**config.mk**
```make
export PLATFORM = sky130hd
export DESIGN_NAME = kcsm_cell
export DESIGN_NICKNAME = d
export VERILOG_FILES = /design/src/design/kcsm_pkg.sv /design/src/design/kcsm_cell.sv
export SDC_FILE = /design/constraint.sdc
export NUM_CORES = 1
export LEC_CHECK = 0
export ABC_AREA = 1
export BUFFER_PORTS_ARGS = -buffer_cell sky130_fd_sc_hd__buf_4
export CAP_MARGIN = 20
export CORE_MARGIN = 2
export CORE_UTILIZATION = 59
export DETAILED_ROUTE_END_ITERATION = 16
export GPL_ROUTABILITY_DRIVEN = 0
export PLACE_DENSITY_LB_ADDON = 0.12
export RECOVER_POWER = 50
export SLEW_MARGIN = 15
export SYNTH_ARGS = -nofsm -noshare
export SYNTH_HDL_FRONTEND = slang
export SYNTH_SLANG_ARGS = --single-unit
```
**constraint.sdc**
```tcl
create_clock -name clk -period 1.75 [get_ports clk]
set_clock_uncertainty 0.15 [all_clocks]
set_input_delay 0.175 -clock clk [delete_from_list [all_inputs] [get_ports clk]]
set_output_delay 0.175 -clock clk [all_outputs]
set_load 0.01 [all_outputs]
```
**src/design/kcsm_pkg.sv**
```systemverilog
// Shared types and constants for the hotkey chord matcher.
// Used by kcsm_cell and key_chord_shortcut_matcher_top; no dependencies.
package kcsm_pkg;

  localparam int ENTRIES_DEF  = 16;
  localparam int KEYS_DEF     = 6;
  localparam int NUM_PRESSED  = 6;

  localparam logic [1:0] KIND_HEADER = 2'd0;
  localparam logic [1:0] KIND_KEY    = 2'd1;
  localparam logic [1:0] KIND_QUERY  = 2'd2;

  localparam logic [1:0] ST_OK        = 2'd0;
  localparam logic [1:0] ST_BAD_ENTRY = 2'd1;
  localparam logic [1:0] ST_BAD_COUNT = 2'd2;
  localparam logic [1:0] ST_BAD_SLOT  = 2'd3;

  typedef logic [NUM_PRESSED-1:0][7:0] key_arr_t;

  typedef struct packed {
    logic [1:0] kind;
    logic [7:0] entry;
    logic       enable;
    logic [7:0] count;
    logic [7:0] key_slot;
    logic [7:0] key_value;
    logic [7:0] pressed_0;
    logic [7:0] pressed_1;
    logic [7:0] pressed_2;
    logic [7:0] pressed_3;
    logic [7:0] pressed_4;
    logic [7:0] pressed_5;
  } kcsm_in_t;

  typedef struct packed {
    logic       found;
    logic [3:0] found_entry;
    logic [1:0] status;
  } kcsm_out_t;

  // Table write broadcast to every cell; enables are already qualified.
  typedef struct packed {
    logic       hdr_we;
    logic       key_we;
    logic [7:0] entry;
    logic       enable;
    logic [7:0] count;
    logic [7:0] slot;
    logic [7:0] value;
  } kcsm_wr_t;

  // Search token handed from cell to cell.
  typedef struct packed {
    logic       valid;
    logic       found;
    logic [3:0] found_entry;
  } kcsm_tok_t;

  typedef enum logic [1:0] {
    FSM_IDLE,
    FSM_SCAN,
    FSM_WAIT
  } kcsm_state_t;

endpackage

```
**src/design/kcsm_cell.sv**
```systemverilog
// One table entry of the chord matcher: enable, key count, stored keys,
// plus one stage of the search token chain. Depends on kcsm_pkg.
module kcsm_cell #(
  parameter int CELL_IDX       = 0,
  parameter int KEYS_PER_ENTRY = kcsm_pkg::KEYS_DEF
) (
  input  logic                clk,
  input  logic                rst_n,
  input  kcsm_pkg::kcsm_wr_t  wr,
  input  logic [7:0]          q_count,
  input  kcsm_pkg::key_arr_t  q_keys,
  input  kcsm_pkg::kcsm_tok_t tok_in,
  output kcsm_pkg::kcsm_tok_t tok_out
);

  localparam int CW = $clog2(KEYS_PER_ENTRY + 1);

  logic                           en_r, en_nxt;
  logic [CW-1:0]                  cnt_r, cnt_nxt;
  logic [KEYS_PER_ENTRY-1:0][7:0] keys_r, keys_nxt;
  kcsm_pkg::kcsm_tok_t            tok_r, tok_nxt;
  logic                           sel;
  logic [KEYS_PER_ENTRY-1:0]      present;
  logic                           all_ok;
  logic                           hit;

  assign sel = (wr.entry == 8'(CELL_IDX));

  always_comb begin
    en_nxt   = en_r;
    cnt_nxt  = cnt_r;
    keys_nxt = keys_r;
    if (wr.hdr_we && sel) begin
      en_nxt  = wr.enable;
      cnt_nxt = CW'(wr.count);
    end
    for (int s = 0; s < KEYS_PER_ENTRY; s++) begin
      if (wr.key_we && sel && (wr.slot == 8'(s))) begin
        keys_nxt[s] = wr.value;
      end
    end
  end

  // set test: every live stored key must appear among the live pressed keys
  always_comb begin
    all_ok = 1'b1;
    for (int s = 0; s < KEYS_PER_ENTRY; s++) begin
      present[s] = 1'b0;
      for (int p = 0; p < KEYS_PER_ENTRY; p++) begin
        if ((8'(p) < q_count) && (q_keys[p] == keys_r[s])) begin
          present[s] = 1'b1;
        end
      end
      if ((8'(s) < 8'(cnt_r)) && !present[s]) begin
        all_ok = 1'b0;
      end
    end
  end

  assign hit = en_r && (q_count == 8'(cnt_r)) && all_ok;

  always_comb begin
    tok_nxt = tok_in;
    if (!tok_in.found && hit) begin
      tok_nxt.found       = 1'b1;
      tok_nxt.found_entry = 4'(CELL_IDX);
    end
  end

  always_ff @(posedge clk) begin
    if (!rst_n) begin
      en_r        <= 1'b0;
      cnt_r       <= '0;
      keys_r      <= '0;
      tok_r.valid <= 1'b0;
    end else begin
      en_r        <= en_nxt;
      cnt_r       <= cnt_nxt;
      keys_r      <= keys_nxt;
      tok_r.valid <= tok_nxt.valid;
    end
    tok_r.found       <= tok_nxt.found;
    tok_r.found_entry <= tok_nxt.found_entry;
  end

  assign tok_out = tok_r;

endmodule

```
Word level (Yosys, flattened, before mapping):

Index checks and enable logic that the tools add are counted.

* order comparisons: 12
* equal/unequal tests: 42
* multiplexer cells: 42
* reduce and logical (&&, ||, !) cells: 62

Operators by type and width (count)
* == test 8 bit: 36
* logical AND 1 bit: 53
* two-way mux 1 bit: 42
* == test 8 x 2 -> 1 bit, second input constant: 2
* == test 8 x 3 -> 1 bit, second input constant: 2
* logical NOT 8 bit: 2
* < comparator 1 x 8 -> 1 bit, first input constant: 2
* < comparator 2 x 8 -> 1 bit, first input constant: 2
* < comparator 3 x 8 -> 1 bit, first input constant: 2
* == test 8 x 1 -> 1 bit, second input constant: 1
* == test 8 x 3 -> 1 bit: 1
* logical NOT 1 bit: 7
* < comparator 1 x 3 -> 1 bit, first input constant: 2
* < comparator 2 x 3 -> 1 bit, first input constant: 2
* < comparator 3 bit, first input constant: 2

* flip-flop bits (word level): 58
* input bits: 99

Depth between registers and ports, before layout:

* depth in word-level cells: 18
* mapped depth: 16
* depth with buffers taken out: 15

Worst setup path before layout:

OpenSTA, ideal clock, no wires.

* path type: flip-flop to flip-flop
* from: register keys_r[4] in the netlist's numbering
* to: register tok_r (netlist bit tok_out[0])
* arrival time: 1.346 ns
* data required time: 1.484 ns
* path slack: 0.138 ns
* cell stages (with the launch flop): 14
* buffers on the path: 1
* cell sequence: dfxtp_1 buf_2 xnor2_1 nand2_1 nor2_1 nand3_1 nand2_1 nor2_1 nand2_1 nand3_1 nand2_1 clkinv_2 nor2_2 nor2_1

* word-level cells in the longest chain between the ends: 18
* elaborated cells on any way between the ends: 28
* classes of those cells: 6 x eq/ne; 12 x mux; 10 x reduce/logical

Ends and longest elaborated chain
* start: declaration: line kcsm_cell.sv:20 `logic [KEYS_PER_ENTRY-1:0][7:0] keys_r, keys_nxt;`
* start signal: assignment: line kcsm_cell.sv:79 `keys_r <= keys_nxt;`
* == test 8 bit: line kcsm_cell.sv:50 `if ((8'(p) < q_count) && (q_keys[p] == keys_r[s])) begin`
* logical AND 1 bit: line kcsm_cell.sv:50
* two-way mux 1 bit (5 in series): line kcsm_cell.sv:50
* two-way mux 1 bit (*): line kcsm_cell.sv:50
* logical NOT 1 bit (*): line kcsm_cell.sv:54 `if ((8'(s) < 8'(cnt_r)) && !present[s]) begin`
* logical AND 1 bit (*): line kcsm_cell.sv:54
* two-way mux 1 bit (*) (6 in series): line kcsm_cell.sv:54
* logical AND 1 bit (*): line kcsm_cell.sv:60 `assign hit = en_r && (q_count == 8'(cnt_r)) && all_ok;`
* logical AND 1 bit (*): line kcsm_cell.sv:64 `if (!tok_in.found && hit) begin`
* end: declaration: line kcsm_cell.sv:21 `kcsm_pkg::kcsm_tok_t tok_r, tok_nxt;`

Mark *: on every way between the ends. The rest lies on a longest branch, timed or not.
A chain may end at the register's enable or synchronous reset.

Worst setup path in the final report:

* from: register keys_r[6] in the netlist's numbering
* to: register tok_r (netlist bit tok_out[4])

Same word-level chain as after synthesis.

==> metrics.txt <==
outcome complete, but fails checks; violated checks negative setup slack; core area 0.0114 sq mm; Clock Power Share 0.462; mean post-synth cell area 6.26 sq um; H-tree depth 3; Final Hold Vio Count 0; Yosys cell types 33; Final nets approximately 1300; DRT Pass-1 Iters 6; global router's overall resource usage 0.372; main area contributors after synthesis xnor2_1 (25%), nand2_1 (18%), dfxtp_1 (17%), nor2_1 (7.4%), inv_1 (4.9%); synth-to-layout area growth 26.7%; switching part of the total 0.284; Die Y ~110 um; CTS sink count slightly below 60; Gate power share 0.235; clock transition at the registers of the reported paths 0.05 ns; largest net degree at the start of global routing 26; Internal Pwr Total 3.10 mW; crit path kind register to register; Routed Antenna Nets 0; period utilization 1.09; cell area after synthesis 0.00687 sq mm; Setup crit start kind register; Relative slew margins 0.712; first-pass GRT wire length 36.5 mm; Post-synth ARST share 0; sequential share of power 0.304; CP Data Required Time 1.87 ns; GRT met3 Usage 0.0664; Worst Path Arrival around 2.0 ns; Ys Warns 0; final setup fails 5; P_leak 3.75 nW; clk_lat worst skew ~0.35 ns; # diodes 0; count leader, synth nand2_1; Crit Path Max Fanout 5; CTS tree done; Max Freq 0.523 GHz; layout cells sized above 1 0.254; Yosys top cell by area xnor2_1; Syn Nets 1197; number of vias per cell between 5 and 6; Die W 112 um; #FFs+latches synth 58; Synth top area share 0.255; CP Capture Type register; Rows 39; vias approximately 7400; Initial Util 0.604; largest vdd supply drop ~910 uV; Design Area, Final 0.00871 sq mm; # IOs 105; Power Density 497 mW/mm^2; routing usage on met1 0.481; Max clock buf depth 2; dpl hpwl 17.6 mm; fin. max-slew vios 0; Hold Crit Class input port to register; clk root buf clkbuf_16; EDFF count, synth 0; wire per inst 17.2 um; ys flop type dfxtp_1; worst slack, placed -0.287 ns; GR Overflow Total 0; vias in the first global route a little over 7000; Syn Inst Count about 1100; Initial DRC Count 826; full die area 0.0125 sq mm; antenna violations before repair 0; dpl cell area 0.00807 sq mm; Seq/Total Area, Yosys 0.169; gr busiest metal met2; DRC viols 0; switching power approximately 1.2 mW; WL final 23.4 mm; most frequent cells after synthesis nand2_1 (325), xnor2_1 (200), nor2_1 (136); MaxCap Viol Count 0; Final min period 1.91 ns; final worst slack -0.163 ns; RSZ-0062 raised after global routing yes; met2 usage in global routing 0.581; CTS Buf Count 9; Least-Margin Pin Slew about 0.43 ns; IO Port Bufs 99
-- layout make-up --
type / count / area [sq um]
multi-input cells: 841 / 4840
fillers: 914 / 2660
repair buffers: 215 / 1780
flip-flops and latches: 58 / 1240
inverters: 92 / 347
clock buffers: 12 / 256
well taps: 143 / 179
clock inverters: 4 / 73.8
-- placed cells by master (no fill, tap or decap), types with 2 or more instances in the layout --
| master | synthesis | routed |
|---|---|---|
| nand2_1 | 325 | 323 |
| xnor2_1 | 200 | 183 |
| buf_4 | 22 | 172 |
| nor2_1 | 136 | 119 |
| inv_1 | 89 | 89 |
| nand3_1 | 38 | 34 |
| a21oi_1 | 31 | 31 |
| dfxtp_2 | 0 | 30 |
| xor2_1 | 23 | 23 |
| o21ai_0 | 22 | 22 |
| nor2_2 | 4 | 21 |
| nand4_1 | 19 | 19 |
| a211oi_1 | 18 | 18 |
| dfxtp_1 | 58 | 18 |
| xnor2_2 | 0 | 17 |
| dlygate4sd3_1 | 0 | 15 |
| buf_12 | 0 | 12 |
| dfxtp_4 | 0 | 10 |
| clkbuf_16 | 0 | 9 |
| clkbuf_1 | 5 | 9 |
| nand3_2 | 4 | 8 |
| a211oi_2 | 6 | 6 |
| nand2_2 | 1 | 4 |
| clkbuf_2 | 0 | 3 |
| buf_6 | 11 | 3 |
| o21ai_1 | 2 | 2 |
| nor4_1 | 2 | 2 |
| nor3_1 | 1 | 2 |
| inv_2 | 2 | 2 |
| clkinv_2 | 1 | 2 |
| clkbuf_8 | 5 | 2 |
| bufinv_16 | 0 | 2 |
| clkbuf_4 | 0 | 2 |
-- power by group through the flow --
stage	registers [mW]	clock network (mW)	logic (mW)
after CTS	1.32	2.02	0.981
after detailed placement	1.36	0	0.933
after global placement	1.36	0	0.922
after global routing	1.31	2.08	1.09
final	1.32	2.00	1.02
after floorplan	1.36	0	0.588
-- what timing repair did --
action	CTS	global route
hold endpoints to repair	16	0
endpoints found under the setup margin	5	5
setup buffers	1	1
pin swaps	33	19
resized for setup	68	28
hold buffers	15	0
-- path summary, 6_finish.rpt --
check | end | start | slack (ns) | depth (start not counted)
min | keys_r[43] | wr[3] | 0.02 | 3
max reg2reg | tok_out[4] | keys_r[6] | -0.16 | 13
min reg2reg | en_r | en_r | 0.32 | 2
max | tok_out[4] | keys_r[6] | -0.16 | 13
-- state kept, by name (all words and copies together), names as in the netlist --
| signal | count |
|---|---|
| keys_r | 48 |
| tok_out | 6 |
| cnt_r | 3 |
| en_r | 1 |
-- layer usage --
layer  up-vias  wire length (um)
met1      3346              9220
li1       3553                 -
met2       419             10400
met5         -                 0
met4         0              1460
met3       110              2360
-- worst max-delay path, cell delays in order (launching register included) --
cell and delay, ns:
dfxtp_2 0.33, buf_6 0.14, xnor2_1 0.21, nand2_1 0.11, nor2_2 0.14, nand3_1 0.08, nand2_1 0.06, nor2_1 0.05
nand2_2 0.08, nand2_1 0.07, nand2_1 0.08, nand3_2 0.10, buf_4 0.15, o21bai_1 0.10
-- stage by stage --
stage	std cells	hold slack, ns	TNS (ns)	utilization	total power [mW]
3_5_place_dp	1334	0.222	-1.28	0.710	2.29
4_1_cts	1364	0.00337	-0.508	0.765	4.32
6_report	1365	0.0190	-0.765	0.766	4.33
3_3_place_gp	1334	0.206	-1.11	0.710	2.28
5_1_grt	1365	0.0266	-2.06	0.766	4.48
2_1_floorplan	1098	0.123	0	-	1.95
-- logic make-up (layout without fill, tap and decap cells) --
group                     after synthesis  in the layout  synth area share
AOI/OAI and AO/OA                      80             80            0.0718
xor gates and xnor gates              223            223             0.284
buffers and inverters                 199            323             0.152
and+or+nand+nor                       538            538             0.323
DFF                                    58             58             0.169
Power figures use the tool's default switching activity.
